File: config.mk
export PLATFORM = sky130hd
export DESIGN_NAME = rc_serial_frame_receiver
export DESIGN_NICKNAME = d
export VERILOG_FILES = /design/src/rtl/rcsfr_pkg.sv /design/src/rtl/rcsfr_ctrl.sv /design/src/rtl/rcsfr_dp.sv /design/src/rtl/rc_serial_frame_receiver.sv
export SDC_FILE = /design/constraint.sdc
export NUM_CORES = 1
export LEC_CHECK = 0
export ABC_AREA = 1
export BUFFER_PORTS_ARGS = -buffer_cell sky130_fd_sc_hd__buf_2
export CAP_MARGIN = 5
export CORE_MARGIN = 4
export CORE_UTILIZATION = 55
export CTS_CLUSTER_SIZE = 25
export DETAILED_ROUTE_END_ITERATION = 16
export PLACE_DENSITY = 0.78
export SYNTH_ARGS = -nofsm -noshare
export SYNTH_HDL_FRONTEND = slang
export SYNTH_SLANG_ARGS = --single-unit
File: constraint.sdc
create_clock -name i_clk -period 6.88 [get_ports i_clk]
set_input_delay 1.376 -clock i_clk [delete_from_list [all_inputs] [get_ports i_clk]]
set_output_delay 1.376 -clock i_clk [all_outputs]
set_load 0.01 [all_outputs]
File: src/rtl/rcsfr_pkg.sv
`default_nettype none

package rcsfr_pkg;

    // Frame layout.
    localparam int FRAME_BYTES = 32;
    localparam int POS_W       = 5;
    localparam logic [POS_W-1:0] POS_HUNT   = 5'd0;
    localparam logic [POS_W-1:0] POS_CH0    = 5'd2;
    localparam logic [POS_W-1:0] POS_CHK_LO = 5'd30;
    localparam logic [POS_W-1:0] POS_LAST   = 5'd31;

    // Field widths.
    localparam int BYTE_W   = 8;
    localparam int TIME_W   = 32;
    localparam int VAL_W    = 16;
    localparam int CH_IDX_W = 4;

    localparam int IN_TDATA_W  = 40;
    localparam int OUT_TDATA_W = 24;

    localparam logic [VAL_W-1:0] CHK_INIT = 16'hFFFF;

    // Configuration port.
    localparam int CFG_IDX_W  = 2;
    localparam int CFG_DATA_W = 16;

    localparam logic [CFG_IDX_W-1:0] CFG_GAP_THRESHOLD = 2'd0;
    localparam logic [CFG_IDX_W-1:0] CFG_SYNC_BYTE     = 2'd1;
    localparam logic [CFG_IDX_W-1:0] CFG_VALUE_LIMIT   = 2'd2;
    localparam logic [CFG_IDX_W-1:0] CFG_FALLBACK      = 2'd3;

    localparam logic [15:0]       RST_GAP_THRESHOLD = 16'd3000;
    localparam logic [BYTE_W-1:0] RST_SYNC_BYTE     = 8'h20;
    localparam logic [VAL_W-1:0]  RST_VALUE_LIMIT   = 16'd2100;
    localparam logic [VAL_W-1:0]  RST_FALLBACK      = 16'd1000;

    // Commands from the controller to the datapath.
    typedef struct packed {
        logic latch_in;
        logic process;
        logic load_first;
        logic load_err;
        logic load_next;
        logic clr_out;
    } t_dp_cmd;

    // Status from the datapath to the controller.
    typedef struct packed {
        logic frame_end;
        logic frame_ok;
        logic out_last;
    } t_dp_sts;

endpackage

`default_nettype wire

File: src/rtl/rcsfr_ctrl.sv
`default_nettype none

module rcsfr_ctrl
    import rcsfr_pkg::*;
(
    input  wire logic    i_clk,
    input  wire logic    i_rst_n,
    input  wire logic    i_in_valid,
    output logic         o_in_ready,
    input  wire logic    i_out_ready,
    input  wire t_dp_sts i_sts,
    output t_dp_cmd      o_cmd
);

    typedef enum logic [2:0] {
        ST_IDLE = 3'b001,
        ST_PROC = 3'b010,
        ST_SEND = 3'b100
    } t_state;

    t_state r_state;
    t_state n_state;

    always_ff @(posedge i_clk) begin
        if (!i_rst_n) begin
            r_state <= ST_IDLE;
        end else begin
            r_state <= n_state;
        end
    end

    always_comb begin
        n_state    = r_state;
        o_cmd      = '0;
        o_in_ready = 1'b0;
        unique case (r_state)
            ST_IDLE: begin
                o_in_ready = 1'b1;
                if (i_in_valid) begin
                    o_cmd.latch_in = 1'b1;
                    n_state        = ST_PROC;
                end
            end
            ST_PROC: begin
                o_cmd.process = 1'b1;
                if (i_sts.frame_end) begin
                    o_cmd.load_first = i_sts.frame_ok;
                    o_cmd.load_err   = !i_sts.frame_ok;
                    n_state          = ST_SEND;
                end else begin
                    n_state = ST_IDLE;
                end
            end
            ST_SEND: begin
                if (i_out_ready) begin
                    if (i_sts.out_last) begin
                        o_cmd.clr_out = 1'b1;
                        n_state       = ST_IDLE;
                    end else begin
                        o_cmd.load_next = 1'b1;
                    end
                end
            end
            default: begin
                n_state = ST_IDLE;
            end
        endcase
    end

endmodule

`default_nettype wire

File: src/rtl/rcsfr_dp.sv
`default_nettype none

module rcsfr_dp
    import rcsfr_pkg::*;
#(
    parameter int NUM_CHANNELS = 10
) (
    input  wire logic                  i_clk,
    input  wire logic                  i_rst_n,
    input  wire logic                  i_cfg_we,
    input  wire logic [CFG_IDX_W-1:0]  i_cfg_idx,
    input  wire logic [CFG_DATA_W-1:0] i_cfg_wdata,
    input  wire logic [BYTE_W-1:0]     i_rx_byte,
    input  wire logic [TIME_W-1:0]     i_arrival_time,
    input  wire t_dp_cmd               i_cmd,
    output t_dp_sts                    o_sts,
    output logic                       o_out_valid,
    output logic                       o_out_status,
    output logic [CH_IDX_W-1:0]        o_out_index,
    output logic [VAL_W-1:0]           o_out_value,
    output logic                       o_out_last
);

    localparam int CH_W = (NUM_CHANNELS > 1) ? $clog2(NUM_CHANNELS) : 1;
    localparam logic [CH_IDX_W-1:0] LAST_CH = CH_IDX_W'(NUM_CHANNELS - 1);
    localparam logic [POS_W-1:0]    POS_CH_END = POS_W'(2 + 2 * NUM_CHANNELS);

    // Configuration registers.
    logic [15:0]       r_gap_thr;
    logic [BYTE_W-1:0] r_sync;
    logic [VAL_W-1:0]  r_limit;
    logic [VAL_W-1:0]  r_fallback;

    // Frame state.
    logic [POS_W-1:0]  r_pos;
    logic [TIME_W-1:0] r_last_time;
    logic [VAL_W-1:0]  r_chk;
    logic [BYTE_W-1:0] r_chk_lo;
    logic [VAL_W-1:0]  r_store [NUM_CHANNELS];

    // Input item held for processing.
    logic [BYTE_W-1:0] r_byte;
    logic [TIME_W-1:0] r_time;

    // Output register.
    logic                r_out_valid;
    logic                r_out_status;
    logic [CH_IDX_W-1:0] r_out_index;
    logic [VAL_W-1:0]    r_out_value;

    logic [TIME_W-1:0]   gap;
    logic [POS_W-1:0]    pos_eff;
    logic                drop;
    logic [POS_W-1:0]    ch_off;
    logic [POS_W-2:0]    ch_sel;
    logic [CH_IDX_W-1:0] rd_idx;
    logic [VAL_W-1:0]    rd_word;
    logic [VAL_W-1:0]    rd_val;
    logic                out_last;

    always_ff @(posedge i_clk) begin
        if (!i_rst_n) begin
            r_gap_thr  <= RST_GAP_THRESHOLD;
            r_sync     <= RST_SYNC_BYTE;
            r_limit    <= RST_VALUE_LIMIT;
            r_fallback <= RST_FALLBACK;
        end else if (i_cfg_we) begin
            unique case (i_cfg_idx)
                CFG_GAP_THRESHOLD: r_gap_thr  <= i_cfg_wdata;
                CFG_SYNC_BYTE:     r_sync     <= i_cfg_wdata[BYTE_W-1:0];
                CFG_VALUE_LIMIT:   r_limit    <= i_cfg_wdata;
                CFG_FALLBACK:      r_fallback <= i_cfg_wdata;
                default: begin
                end
            endcase
        end
    end

    // A gap strictly longer than the threshold restarts the frame.
    assign gap     = r_time - r_last_time;
    assign pos_eff = (gap > TIME_W'(r_gap_thr)) ? POS_HUNT : r_pos;
    assign drop    = (pos_eff == POS_HUNT) && (r_byte != r_sync);
    assign ch_off  = pos_eff - POS_CH0;
    assign ch_sel  = ch_off[POS_W-1:1];

    // The result on offer is the last of its frame.
    assign out_last = r_out_status || (r_out_index == LAST_CH);

    assign o_sts.frame_end = (pos_eff == POS_LAST);
    assign o_sts.frame_ok  = ({r_byte, r_chk_lo} == r_chk);
    assign o_sts.out_last  = out_last;

    always_ff @(posedge i_clk) begin
        if (i_cmd.latch_in) begin
            r_byte <= i_rx_byte;
            r_time <= i_arrival_time;
        end
    end

    always_ff @(posedge i_clk) begin
        if (!i_rst_n) begin
            r_pos       <= POS_HUNT;
            r_last_time <= '0;
            r_chk       <= CHK_INIT;
        end else if (i_cmd.process) begin
            r_last_time <= r_time;
            if (drop || (pos_eff == POS_LAST)) begin
                r_pos <= POS_HUNT;
            end else begin
                r_pos <= pos_eff + POS_W'(1);
            end
            if (!drop) begin
                if (pos_eff == POS_HUNT) begin
                    r_chk <= CHK_INIT - VAL_W'(r_byte);
                end else if (pos_eff < POS_CHK_LO) begin
                    r_chk <= r_chk - VAL_W'(r_byte);
                end
            end
        end
    end

    // Channel words and the checksum low byte need no reset: each is written
    // inside the frame before the final byte reads it.
    always_ff @(posedge i_clk) begin
        if (i_cmd.process && !drop) begin
            if (pos_eff >= POS_CH0 && pos_eff < POS_CH_END) begin
                if (ch_off[0]) begin
                    r_store[ch_sel[CH_W-1:0]][VAL_W-1:BYTE_W] <= r_byte;
                end else begin
                    r_store[ch_sel[CH_W-1:0]][BYTE_W-1:0] <= r_byte;
                end
            end
            if (pos_eff == POS_CHK_LO) begin
                r_chk_lo <= r_byte;
            end
        end
    end

    // Channel read for the next result.
    assign rd_idx  = i_cmd.load_first ? '0 : r_out_index + CH_IDX_W'(1);
    assign rd_word = r_store[rd_idx[CH_W-1:0]];
    assign rd_val  = (rd_word > r_limit) ? r_fallback : rd_word;

    always_ff @(posedge i_clk) begin
        if (!i_rst_n) begin
            r_out_valid <= 1'b0;
        end else if (i_cmd.load_first || i_cmd.load_next || i_cmd.load_err) begin
            r_out_valid <= 1'b1;
        end else if (i_cmd.clr_out) begin
            r_out_valid <= 1'b0;
        end
    end

    always_ff @(posedge i_clk) begin
        if (i_cmd.load_err) begin
            r_out_status <= 1'b1;
            r_out_index  <= '0;
            r_out_value  <= '0;
        end else if (i_cmd.load_first || i_cmd.load_next) begin
            r_out_status <= 1'b0;
            r_out_index  <= rd_idx;
            r_out_value  <= rd_val;
        end
    end

    assign o_out_valid  = r_out_valid;
    assign o_out_status = r_out_status;
    assign o_out_index  = r_out_index;
    assign o_out_value  = r_out_value;
    assign o_out_last   = out_last;

endmodule

`default_nettype wire

File: src/rtl/rc_serial_frame_receiver.sv
// Each byte is taken in the idle state and then processed in the processing state;
// the first result of a frame is loaded as the processing of its last byte ends.
// Throughput: no byte is taken while one is processed; a good frame then sends
// NUM_CHANNELS results and a bad one a single result, one per cycle while the sink is
// ready, and the input waits until the last of them has gone. Reset: synchronous,
// active low; the registers take their defaults and the receiver hunts for the sync byte.
`default_nettype none

module rc_serial_frame_receiver
    import rcsfr_pkg::*;
#(
    parameter int NUM_CHANNELS = 10
) (
    input  wire logic                   i_clk,
    input  wire logic                   i_rst_n,

    // Configuration writes, one register per cycle.
    input  wire logic                   i_cfg_we,
    input  wire logic [CFG_IDX_W-1:0]   i_cfg_idx,
    input  wire logic [CFG_DATA_W-1:0]  i_cfg_wdata,

    // Received bytes.
    input  wire logic                   s_axis_tvalid,
    output logic                        s_axis_tready,
    // tdata, lowest bits first: rx_byte[7:0], arrival_time_us[39:8].
    input  wire logic [IN_TDATA_W-1:0]  s_axis_tdata,

    // Decoded results.
    output logic                        m_axis_tvalid,
    input  wire logic                   m_axis_tready,
    // tdata, lowest bits first: channel_index[3:0], channel_value[19:4],
    // zero fill[23:20].
    output logic [OUT_TDATA_W-1:0]      m_axis_tdata,
    // tuser: frame_status (high on a checksum mismatch).
    output logic                        m_axis_tuser,
    output logic                        m_axis_tlast
);

    // The controller sequences each byte through the idle state, where it is taken,
    // and the processing state, and after the last byte of a frame walks the result
    // transfers; the datapath holds the configuration, frame position, checksum,
    // channel words and the output register.
    t_dp_cmd             cmd;
    t_dp_sts             sts;
    logic [CH_IDX_W-1:0] out_index;
    logic [VAL_W-1:0]    out_value;

    rcsfr_ctrl u_ctrl (
        .i_clk       (i_clk),
        .i_rst_n     (i_rst_n),
        .i_in_valid  (s_axis_tvalid),
        .o_in_ready  (s_axis_tready),
        .i_out_ready (m_axis_tready),
        .i_sts       (sts),
        .o_cmd       (cmd)
    );

    rcsfr_dp #(
        .NUM_CHANNELS (NUM_CHANNELS)
    ) u_dp (
        .i_clk          (i_clk),
        .i_rst_n        (i_rst_n),
        .i_cfg_we       (i_cfg_we),
        .i_cfg_idx      (i_cfg_idx),
        .i_cfg_wdata    (i_cfg_wdata),
        .i_rx_byte      (s_axis_tdata[BYTE_W-1:0]),
        .i_arrival_time (s_axis_tdata[BYTE_W+TIME_W-1:BYTE_W]),
        .i_cmd          (cmd),
        .o_sts          (sts),
        .o_out_valid    (m_axis_tvalid),
        .o_out_status   (m_axis_tuser),
        .o_out_index    (out_index),
        .o_out_value    (out_value),
        .o_out_last     (m_axis_tlast)
    );

    // Pack the result word; the top nibble is fill.
    assign m_axis_tdata = {{(OUT_TDATA_W - CH_IDX_W - VAL_W){1'b0}}, out_value, out_index};

endmodule

`default_nettype wire

# Word level (Yosys, flattened, before mapping)
# Memory sizes are Yosys's and may differ from the RTL's.
# Index checks and enable logic that the tools add are counted.
[op_classes] n_addsub=6 mul=0 div=0 magnitude_cmp=5 eq_ne=14 shift=0 n_mux=30 bitwise_logic=1 reduce_logical=20
[ops] op="two-way mux 16 bit" count=3
[ops] op="> comparator 32 x 16 -> 1 bit" count=1
[ops] op="subtractor 32 bit" count=1
[ops] op="equality test 16 bit" count=1
[ops] op="> comparator 16 bit" count=1
[ops] op="subtractor 16 x 8 -> 16 bit" count=1
[ops] op="two-way mux 1 bit" count=15
[ops] op="two-way mux 3 bit" count=5
[ops] op="equality test 5 bit (second input constant)" count=2
[ops] op="< comparator 5 bit (second input constant)" count=2
[ops] op="two-way mux 5 bit" count=2
[ops] op="AND reduction 2 bit" count=5
[ops] op="subtractor 1 x 9 -> 10 bit (first input constant)" count=1
[ops] op="case mux 3 bit (3 select lines)" count=1
[ops] op="inequality test 8 bit" count=1
[ops] op="two-way mux 2 bit" count=3
[ops] op="inequality test 2 bit (second input constant)" count=3
[ops] op="AND reduction 3 bit" count=2
[ops] op="adder 5 x 1 -> 5 bit (second input constant)" count=1
[ops] op="greater-or-equal comparator 5 x 2 -> 1 bit (second input constant)" count=1
[ops] op="zero test 5 bit" count=1
[ops] op="subtractor 5 x 2 -> 5 bit (second input constant)" count=1
[ops] op="adder 4 x 1 -> 4 bit (second input constant)" count=1
[ops] op="equality test 2 bit (second input constant)" count=2
[ops] op="other kinds (12)" count=19
[totals] reg_bits=182 latch_bits=0 ramBits=160 rom_bits=0 input_bits=63 out_inout_bits=28 wordCells=92 memories=1
[memory_table] name="u_dp.r_store" words=10 word_bits=16 rd=1 rd_ports_with_merged_regs=0 write_ports=1 line_no="rcsfr_dp.sv:39" text="logic [VAL_W-1:0] r_store [NUM_CHANNELS];"

# Depth between registers and ports, before layout
# Gate-level depths: netlist (run 1).
# An unclocked memory read counts as a cell.
[logic_depth] ltp_word=10 depth_mapped=52

# Cells and area by module
# Synthesis (run 1) repeated with hierarchy kept, for this count alone.
[unflattened] cells_unflattened=2034 area_unflattened_um2=17396.7
[by_module_without_submodules] mod="rcsfr_dp" instances=1 cells_each=1993 area_each_um2=17151.4
[by_module_without_submodules] mod="rcsfr_ctrl" instances=1 cells_each=36 area_each_um2=211.5
[by_module_without_submodules] mod="rc_serial_frame_receiver" instances=1 cells_each=5 area_each_um2=33.8

# Least setup slack after synthesis (run 1)
# OpenSTA, ideal clock, no wires.
[synth_timing] path_kind="register to register" startpoint="register u_dp.r_time[0]" endpoint="register u_dp.r_out_value[12] (netlist: u_dp.o_out_value[12])" setup_time_ns=0.070 arrival_ns=6.058 t_required_ns=6.810 setup_slack_ns=0.753 stages_incl_launch_ff=47 cell_sequence="edfxtp_1 > inv_1 > ha_1 > fa_1 > inv_1 > nand2_1 > nand3_1 > nand2_1 > nand2_1 > xor2_1 > ha_1 > nand2_1 > inv_1 > nand3_1 > a21oi_1 > nor2_1 > nand2_1 > nand2_1 > (+11 left out) > nor2_1 > nand2_1 > nand2_1 > clkinv_1 > clkbuf_1 > nand3_1 > nand3_1 > and2_1 > ha_1 > nand2_1 > o21a_1 > o221ai_1 > nand2_1 > a22o_1 > clkbuf_1 > o21ai_0 > inv_1 > a21oi_1"
[synth_via] elab_chain_len=10
[synth_rtl] element="start, declared" line_no="rcsfr_dp.sv:43" text="logic [TIME_W-1:0] r_time;"
[synth_rtl] element="start signal, assigned" line_no="rcsfr_dp.sv:96" text="r_time <= i_arrival_time;"
[synth_rtl] element="subtractor 32 bit (*)" line_no="rcsfr_dp.sv:80" text="assign gap = r_time - r_last_time;"
[synth_rtl] element="> comparator 32 x 16 -> 1 bit (*)" line_no="rcsfr_dp.sv:81" text="assign pos_eff = (gap > TIME_W'(r_gap_thr)) ? POS_HUNT : r_pos;"
[synth_rtl] element="two-way mux 5 bit (*)" line_no="rcsfr_dp.sv:81"
[synth_rtl] element="equality test 5 bit (*)" line_no="rcsfr_dp.sv:89" text="assign o_sts.frame_end = (pos_eff == POS_LAST);"
[synth_rtl] element="two-way mux 2 bit (*)" line_no="rcsfr_ctrl.sv:46" text="if (i_sts.frame_end) begin"
[synth_rtl] element="two-way mux 3 bit (*)" line_no="rcsfr_ctrl.sv:36" text="unique case (r_state)"
[synth_rtl] element="two-way mux 4 bit" line_no="rcsfr_dp.sv:140" text="assign rd_idx = i_cmd.load_first ? '0 : r_out_index + CH_IDX_W'(1);"
[synth_rtl] element="memory read (10 x 16 bit)"
[synth_rtl] element="> comparator 16 bit" line_no="rcsfr_dp.sv:142" text="assign rd_val = (rd_word > r_limit) ? r_fallback : rd_word;"
[synth_rtl] element="two-way mux 16 bit" line_no="rcsfr_dp.sv:142"
[synth_rtl] element="end signal, assigned" line_no="rcsfr_dp.sv:162" text="r_out_value <= rd_val;"
[synth_rtl] element="end, declared" line_no="rcsfr_dp.sv:49" text="logic [VAL_W-1:0] r_out_value;"
# Every way passes the cells marked *; elsewhere a longest branch is shown, timed or not.
# A chain may end at the register's enable or synchronous reset.

# Worst setup path after layout (run 1)
[layout_timing] startpoint="register u_dp.r_time[2]" endpoint="register u_dp.r_out_value[13] (netlist: u_dp.o_out_value[13])"
# Same word-level chain as after synthesis.

==> impl_metrics.ini, run 1 <==
[outcome]
status = finished clean

[cts]
insertion_delay_ns = 0.53
clock-sinks = 342
cts_root_buf = clkbuf_16
cts_tree = built
clock_path_buffers = 3
clk_pin_slew_worst_paths_ns = 0.06
cts_hold_buf = 0
numCtsBuffers = 37
htreeDepth = 2

[drt]
drt_iter0_markers = 1349
wl_per_cell_um = 17.26
drt-pass1-iter-count = 6
drcViolationCount = 0
viasPerCell = 5.503
vias = 14630
routed_wl_mm = 45.88
ant_nets = 0

[synthesis]
synthArstFlopShare_pct = 0
synth_warnings = 0
synth-seq-cells = 342
avgSynthCellArea_um2 = 8.245
ys_seq_area_share_pct = 50.79
synth_edf_count = 208
synth-main-ff-cell = edfxtp_1
syn_inst = 2132
synth_area_um2 = 17580
ys_types = 49

[finish]
syn_to_final_growth_pct = 14.82
drive_above_1_share_pct = 12.23
layout.nets = 2369
diodes = 0
stdcell_count = 2658

[placement]
place_hpwl_mm = 31.72
dp_slack_ns = -0.1451
dp_cells = 2579
place_congestion = 0.9315
portBuffers = 86

[floorplan]
core_um2 = 31560
dieArea_um2 = 34890
rows = 65
initial_core_util_pct = 55.71
fp.dieW_um = 186.8
ios = 91
die_y_um = 186.8

[timing]
maxSlewHeadroom_pct = 15.36
fin_ws_ns = 0.3057
max_freq_ghz = 0.1521
timing_hold_violations_final = 0
finClkSkew_ns = 0.01687
layout_min_cycle_time_ns = 6.574
fin_crit_sh_pct = 95.56
tightestPinTransition_ns = 1.258
slew_viol_final = 0
setup_viol = 0

[pwr]
power_density_nw_per_um2 = 237.9
ir_drop_v = 0.0002544
p_sw_share_pct = 24.77
pwr-share-comb_pct = 11.2
pwr-share-seq_pct = 46.8
power.internal_mw = 3.612
clkPwrFrac_pct = 41.9
power_switching_mw = 1.189
fin_total_pwr_mw = 4.802
power.static_leakage_nw = 8.992

[run]
max-cap-violations = 0

[setup_path]
cp.required_ns = 7.33
critPathKind = reg -> reg
arrival_ns = 7.03
worstPathMaxFanout = 23
cp_slowest_cell = edfxtp_1
cpMostUsedCell = nand2_1
start_kind = register
critPathCaptureType = register
cpPeakStageDelay_ns = 0.43

[global_route]
grt_max_degree = 71
track_usage_pct = 24.98
overflow = 0
grt_pass1_vias = 13970
grt_pass1_wl_mm = 71.48
antenna_found_initial = 0

[min_path]
hp-class = reg -> reg
## registers in the layout (all words and copies together), names as in the netlist, 4 cells and up
register / count
u_dp.r_time: 32
u_dp.r_pos: 5
u_dp.r_chk: 16
u_dp.r_gap_thr: 16
u_dp.r_fallback: 16
u_dp.r_store: 160
u_dp.r_chk_lo: 8
u_dp.r_byte: 8
u_dp.r_limit: 16
u_dp.o_out_index: 4
u_dp.r_last_time: 32
u_dp.o_out_value: 16
u_dp.r_sync: 8
## placed cells by master (no fill, tap or decap), types with 4 or more instances in the layout
| master | instances |
|---|---|
| nand3_2 | 5 |
| nand3_1 | 202 |
| or2_2 | 7 |
| clkbuf_8 | 7 |
| inv_1 | 297 |
| buf_4 | 30 |
| ha_1 | 61 |
| nor2_2 | 15 |
| nor2_1 | 127 |
| o21ai_1 | 18 |
| xnor2_1 | 17 |
| and2_1 | 17 |
| buf_12 | 4 |
| nand2_4 | 5 |
| xor2_1 | 20 |
| inv_6 | 4 |
| clkbuf_16 | 41 |
| inv_2 | 8 |
| nand2_2 | 9 |
| a21oi_1 | 144 |
| conb_1 | 4 |
| ha_4 | 14 |
| clkbuf_1 | 9 |
| buf_2 | 86 |
| edfxtp_1 | 208 |
| clkinv_2 | 4 |
| nor3_1 | 7 |
| nand2_1 | 553 |
| nor3_2 | 4 |
| nand4_1 | 21 |
| o211ai_1 | 13 |
| o21ai_0 | 115 |
| nor2_4 | 8 |
| dfxtp_1 | 134 |
## layer usage
metal / global-route usage (%) / up-vias / part of all wire [%]
li1: - / 7168 / -
met1: 30.72 / 6845 / 39
met2: 44.47 / 496 / 50
met3: 3.292 / 118 / 6.5
met4: 10.35 / 0 / 4.6
met5: 0 / - / 0
## final cells by class
type	count	area, um^2
Inverter	309	1174
Clock inverter	12	141.4
Fill cell	2602	11370
Multi-Input combinational cell	1414	7520
Timing Repair Buffer	124	812.0
Sequential cell	342	8929
Tap cell	402	503.0
Clock buffer	55	1106
## synthesized netlist by cell type, types with 7 or more instances
master	n	share of area, %
a21oi_1	145	4.1
and2_1	17	0.60
buf_2	8	0.23
clkbuf_1	56	1.2
dfxtp_1	134	15
edfxtp_1	208	36
ha_1	76	5.4
inv_1	300	6.4
inv_2	7	0.15
nand2_1	560	12
nand3_1	206	5.9
nand4_1	21	0.75
nor2_1	136	2.9
nor2_2	10	0.36
nor3_1	8	0.23
o211ai_1	13	0.56
o21ai_0	128	3.6
o21ai_1	7	0.20
or2_2	7	0.25
xnor2_1	17	0.85
xor2_1	20	1.0
## path summary, 6_finish.rpt
path                                           from                                 to  slack (ns)  cells after the start
setup / recovery           u_dp.r_time[2]$_DFFE_PP_  u_dp.o_out_value[13]$_SDFFE_PP0P_        0.31                     45
hold / removal    u_dp.r_last_time[20]$_SDFFE_PN0P_  u_dp.r_last_time[20]$_SDFFE_PN0P_        0.46                      2
setup reg to reg           u_dp.r_time[2]$_DFFE_PP_  u_dp.o_out_value[13]$_SDFFE_PP0P_        0.31                     45
hold reg to reg   u_dp.r_last_time[20]$_SDFFE_PN0P_  u_dp.r_last_time[20]$_SDFFE_PN0P_        0.46                      2
## power by group through the flow
| stage | Clock, mW | Combinational, mW | Sequential [mW] |
|---|---|---|---|
| floorplan | 0 | 0.346 | 2.29 |
| global placement | 0 | 0.495 | 2.29 |
| detailed placement | 0 | 0.508 | 2.29 |
| CTS | 2.04 | 0.512 | 2.25 |
| global route | 2.13 | 0.613 | 2.25 |
| finish | 2.01 | 0.540 | 2.25 |
## per-stage QoR
step                      cell area (um^2)  utilization, %  setup TNS (ns)  hold WS, ns
after floorplan                      17590               -               0       0.4245
after global placement               18470           58.54               0       0.4358
after detailed placement             18470           58.54          -1.736       0.4408
after CTS                            19730           62.53               0       0.4485
after global routing                 20180           63.97          -1.201       0.4866
final                                20180           63.97               0       0.4555
## kinds of logic after synthesis
group | synth area share [%]
compound gates | 9.324
xor+xnor | 1.843
fa+ha+maj | 5.637
buf+inv | 8.292
flops | 50.79
other cells | 0.02133
simple gates | 24.09
## what timing repair did
item,in CTS,in global routing
endpoints found under the setup margin,16,16
buffers inserted,0,10
pin swaps,0,16
gates cloned,0,2
resized for setup,5,75
## worst max-delay path, delay by kind of cell, from the launching register on
family / cells / cell delay, ns
AO/OA/AOI/OAI: 7 / 1.09
XOR/XNOR: 1 / 0.16
adder cells (fa/ha/maj): 5 / 1.24
buffers and inverters: 5 / 0.53
flip-flops: 1 / 0.43
AND/OR/NAND/NOR: 27 / 3.05
Note: power is estimated with default switching activity, not from simulation.
==> run 2, diff against run 1 <==
- CORE_ASPECT_RATIO: not set -> 1.1
==> run 2 against run 1 <==
  * Combinational power decreased by 1%
  * Clock power barely moved
  * Power shrank 0.68%
  * Global-route usage is 0.23 points lower
  * Via count is 0.24% lower
  * Sequential power hardly changed
  * Fmax rose by 0.26%
  * Critical path depth is 5 higher
  * Clock skew up 0.0072 ns
  * Critical path type unchanged
==> impl_metrics.ini, run 2 (synthesis gave the netlist of run 1 again) <==
[timing]
tightestPinTransition_ns = 1.188
maxSlewHeadroom_pct = 20.18
setup_viol = 0
slew_viol_final = 0
max_freq_ghz = 0.1525
finClkSkew_ns = 0.02405
fin_crit_sh_pct = 95.31
timing_hold_violations_final = 0
layout_min_cycle_time_ns = 6.558
whs_ns = 0.4585

[run]
max-cap-violations = 0

[finish]
diodes = 0
mostFrequentLayoutCells = nand2_1 (549), inv_1 (297), edfxtp_1 (208)
syn_to_final_growth_pct = 15.27
final_util_pct = 64.37
largest_reg_flops = 160
layout.nets = 2370
final_common_cell = nand2_1
stdcell_count = 2676
nFillCells = 2560
drive_above_1_share_pct = 12.77

[setup_path]
cp_slowest_cell = edfxtp_1
critical_path.endpoint = u_dp.o_out_value[13]$_SDFFE_PP0P_
arrival_ns = 6.95
crit_path_start = u_dp.r_time[2]$_DFFE_PP_
timing.rr.end = u_dp.o_out_value[13]$_SDFFE_PP0P_
start_kind = register
worstPathMaxFanout = 8
r2r_cells = 50
cp.required_ns = 7.28
reg2reg_setup_slack_ns = 0.32
cpPeakStageDelay_ns = 0.43
cpMostUsedCell = nand2_1
timing.rr.start = u_dp.r_time[2]$_DFFE_PP_
critPathCaptureType = register
critPathKind = reg -> reg

[drt]
ant_nets = 0
drt-pass1-iter-count = 6
routed_wl_mm = 45.24
viasPerCell = 5.453
vias = 14590
wl_per_cell_um = 16.91
drcViolationCount = 0
drt_iter0_markers = 1274

[global_route]
grt_pass1_wl_mm = 69.11
overflow = 0
antenna_found_initial = 0
grt_pass1_vias = 13620
track_usage_pct = 24.76
grt_max_degree = 100

[floorplan]
rows = 68
dieArea_um2 = 34890
die_y_um = 195.5
ios = 91
core_um2 = 31480
initial_core_util_pct = 55.84
fp.dieW_um = 178.5

[placement]
portBuffers = 86
place_hpwl_mm = 31.06
place_congestion = 0.9412
dp_cells = 2596

[outcome]
status = finished clean

[cts]
cts_tree = built
clock-sinks = 342
insertion_delay_ns = 0.52
cts_hold_buf = 0
cts_root_buf = clkbuf_16
clock_path_buffers = 3
htreeDepth = 2
numCtsBuffers = 36
clk_pin_slew_worst_paths_ns = 0.06

[min_path]
hp-class = reg -> reg

[pwr]
fin_total_pwr_mw = 4.769
power_density_nw_per_um2 = 235.3
power.static_leakage_nw = 9.018
ir_drop_v = 0.0002176
-- run 2: changes by cell type in the layout (fill, tap and decap cells not counted), sizes merged --
cell / previous run / this run
clkinv: 4 / 8
clkbuf: 57 / 55
inv: 312 / 310
bufinv: 2 / 3
clkinvlp: 3 / 2
-- run 2: worst min-delay path by stage --
stage                     cells past startpoint                                 to  slack, ns                               from
after floorplan                               2   u_dp.r_fallback[10]$_SDFFE_PN0P_       0.42   u_dp.r_fallback[10]$_SDFFE_PN0P_
after global placement                        2  u_dp.r_last_time[12]$_SDFFE_PN0P_       0.44  u_dp.r_last_time[12]$_SDFFE_PN0P_
after detailed placement                      2   u_dp.r_last_time[2]$_SDFFE_PN0P_       0.45   u_dp.r_last_time[2]$_SDFFE_PN0P_
after CTS                                     2  u_dp.r_last_time[26]$_SDFFE_PN0P_       0.46  u_dp.r_last_time[26]$_SDFFE_PN0P_
after global routing                          2  u_dp.r_last_time[21]$_SDFFE_PN0P_       0.49  u_dp.r_last_time[21]$_SDFFE_PN0P_
final                                         2  u_dp.r_last_time[26]$_SDFFE_PN0P_       0.46  u_dp.r_last_time[26]$_SDFFE_PN0P_
-- run 2: layout make-up --
class                   count  area (um^2)  share of cell area [%]
clock buffers              51         1071                   5.285
clock inverters            14        165.2                  0.8150
inverters                 309         1174                   5.792
multi-input cells        1414         7542                   37.22
flip-flops and latches    342         8929                   44.06
well taps                 420        525.5                   2.593
repair buffers            126        858.3                   4.236
-- run 2: metrics by stage --
step	TNS (ns)	instance area [um^2]	worst slack, ns
2_1_floorplan	0	17590	0.7526
3_3_place_gp	0	18490	0.1937
3_5_place_dp	-0.9257	18490	-0.09295
4_1_cts	0	19730	0.003571
5_1_grt	-2.352	20260	-0.1628
6_report	0	20260	0.3224
-- run 2: layer usage --
metal	GRT usage [%]	vias up	share of wire, %
met2	42.56	534	49
met3	2.827	116	6.9
met5	0	-	0
met4	9.212	0	3.6
li1	-	7181	-
met1	32.14	6761	40
-- run 2: critical path, delay by kind of cell (launching register included) --
kind	cells	cell delay (ns)
AO/OA/AOI/OAI	5	0.72
XOR/XNOR	1	0.16
adder cells (fa/ha/maj)	5	1.09
buffers and inverters	8	0.97
flip-flops	1	0.43
AND/OR/NAND/NOR	31	3.01
-- run 2: report_power, final --
group / total [mW] / switching, mW / leakage, nW / internal (mW)
clock network: 1.99 / 0.786 / 0.607 / 1.21
registers: 2.24 / 0.0195 / 2.98 / 2.22
logic: 0.534 / 0.346 / 5.43 / 0.188
total: 4.77 / 1.15 / 9.02 / 3.62
-- run 2: repair_timing --
| action | 4_1_cts | 5_1_grt |
|---|---|---|
| endpoints found under the hold margin | 0 | 0 |
| buffers inserted | 0 | 11 |
| gates cloned | 0 | 4 |
| gates resized for setup | 1 | 79 |
| pin swaps | 0 | 19 |
| endpoints found under the setup margin | 16 | 16 |
==> run 3, diff against run 2 <==
- PLACE_DENSITY: 0.78 -> not set
- PLACE_DENSITY_LB_ADDON: not set -> 0.3
==> run 3 against run 2 <==
  * Non-clock buffer count down 2
  * Power down 3.2%
  * Sequential share of layout area up 0.51 points
  * Clock power down 7%
  * Core utilization down 0.74 points
  * Highest routed layer unchanged
==> impl_metrics.ini, run 3 (synthesis gave the netlist of run 1 again) <==
[outcome]
status = finished clean

[setup_path]
worstPathMaxFanout = 32
cp_slowest_cell = edfxtp_1
start_kind = register
critPathCaptureType = register
cpMostUsedCell = nand2_1
cp.required_ns = 7.33
cp_num_buf_inv = 7
critPathKind = reg -> reg
cpLargestDelayFamily = simple AND/OR/NAND/NOR gates
arrival_ns = 6.93
cpPeakStageDelay_ns = 0.43

[global_route]
track_usage_pct = 25.13
grt_max_degree = 100
grt_pass1_wl_mm = 70.14
overflow = 0
antenna_found_initial = 0
grt_pass1_vias = 13780

[drt]
wl_per_cell_um = 17.14
vias = 14680
viasPerCell = 5.493
drt_iter0_markers = 1174
routed_wl_mm = 45.80
ant_nets = 0
drt-pass1-iter-count = 5
drcViolationCount = 0

[pwr]
ir_drop_v = 0.0002141
power.internal_mw = 3.473
clkPwrFrac_pct = 40.0
power.static_leakage_nw = 8.937
power_switching_mw = 1.145
pwr-share-seq_pct = 48.6
p_sw_share_pct = 24.79
power_density_nw_per_um2 = 230.5
pwr-share-comb_pct = 11.5

[finish]
seq_area_um2 = 8929
final_common_cell = nand2_1
final_util_pct = 63.64
layout.nets = 2367
syn_to_final_growth_pct = 13.96
diodes = 0
mostFrequentLayoutCells = nand2_1 (554), inv_1 (297), edfxtp_1 (208)
nFillCells = 2657
largest_reg_flops = 160
multi_input_area_um2 = 7476
drive_above_1_share_pct = 11.81

[floorplan]
ios = 91
rows = 68
dieArea_um2 = 34890
initial_core_util_pct = 55.84
fp.dieW_um = 178.5
core_um2 = 31480
die_y_um = 195.5

[timing]
maxSlewHeadroom_pct = 20.54
timing_hold_violations_final = 0
tightestPinTransition_ns = 1.183
finClkSkew_ns = 0.02223
layout_min_cycle_time_ns = 6.484
setup_viol = 0
fin_crit_sh_pct = 94.24
slew_viol_final = 0
setup-tns-final_ns = 0
max_freq_ghz = 0.1542

[cts]
cts_tree = built
clock-sinks = 342
insertion_delay_ns = 0.53
cts_root_buf = clkbuf_16
numCtsBuffers = 35
clock_path_buffers = 3
clk_pin_slew_worst_paths_ns = 0.06
cts_hold_buf = 0
htreeDepth = 2

[placement]
portBuffers = 86
place_hpwl_mm = 31.04
place_congestion = 0.9158

[min_path]
hp-class = reg -> reg

[run]
max-cap-violations = 0
[run 3: per-layer routing]
metal | up-vias | wire (um) | share of wire, % | track usage [%]
met5 | - | 0 | 0 | 0
met4 | 0 | 2212 | 4.8 | 10.80
met3 | 139 | 2982 | 6.5 | 3.853
met2 | 560 | 22140 | 48 | 42.64
met1 | 6817 | 18470 | 40 | 31.83
li1 | 7162 | - | - | -
[run 3: power groups by stage]
stage	clock network (mW)	registers, mW	logic (mW)
finish	1.85	2.24	0.529
global route	1.96	2.25	0.599
CTS	1.87	2.24	0.505
detailed placement	0	2.28	0.503
global placement	0	2.28	0.491
floorplan	0	2.29	0.346
[run 3: repair_timing]
action | in CTS | in global routing
setup endpoints to repair | 16 | 16
buffers inserted | 2 | 11
gates cloned | 0 | 2
hold endpoints to repair | 0 | 0
pin swaps | 0 | 10
gates resized for setup | 5 | 60
[run 3: cell type report]
type	count	area share, %
tap	420	2.623
multi-input combinational	1414	37.32
sequential	342	44.57
clock buffer	50	5.040
inverter	309	5.902
timing repair buffer	124	4.016
clock inverter	13	0.5309
[run 3: through the flow]
| step | power (mW) | hold WS, ns | cells | setup slack (ns) | area, um^2 |
|---|---|---|---|---|---|
| 5_1_grt | 4.807 | 0.4806 | 2672 | -0.04980 | 20030 |
| 3_3_place_gp | 2.773 | 0.4416 | 2594 | 0.1744 | 18470 |
| 2_1_floorplan | 2.638 | 0.4245 | 2135 | 0.7526 | 17590 |
| 4_1_cts | 4.617 | 0.4589 | 2659 | 0.008697 | 19620 |
| 3_5_place_dp | 2.786 | 0.4506 | 2594 | -0.07821 | 18470 |
| 6_report | 4.618 | 0.4563 | 2672 | 0.3964 | 20030 |
[run 3: path summary, 6_finish.rpt]
check | start | endpoint | slack [ns] | cells after the start
hold / removal | u_dp.r_last_time[20]$_SDFFE_PN0P_ | u_dp.r_last_time[20]$_SDFFE_PN0P_ | 0.46 | 2
setup / recovery | u_dp.r_time[10]$_DFFE_PP_ | u_dp.o_out_value[5]$_SDFFE_PP0P_ | 0.40 | 45
hold reg to reg | u_dp.r_last_time[20]$_SDFFE_PN0P_ | u_dp.r_last_time[20]$_SDFFE_PN0P_ | 0.46 | 2
setup reg to reg | u_dp.r_time[10]$_DFFE_PP_ | u_dp.o_out_value[5]$_SDFFE_PP0P_ | 0.40 | 45
[run 3: worst min-delay path, stage by stage, from the launching register on]
cell,delay [ns]
dfxtp_1,0.29
inv_1,0.06
a21oi_1,0.06
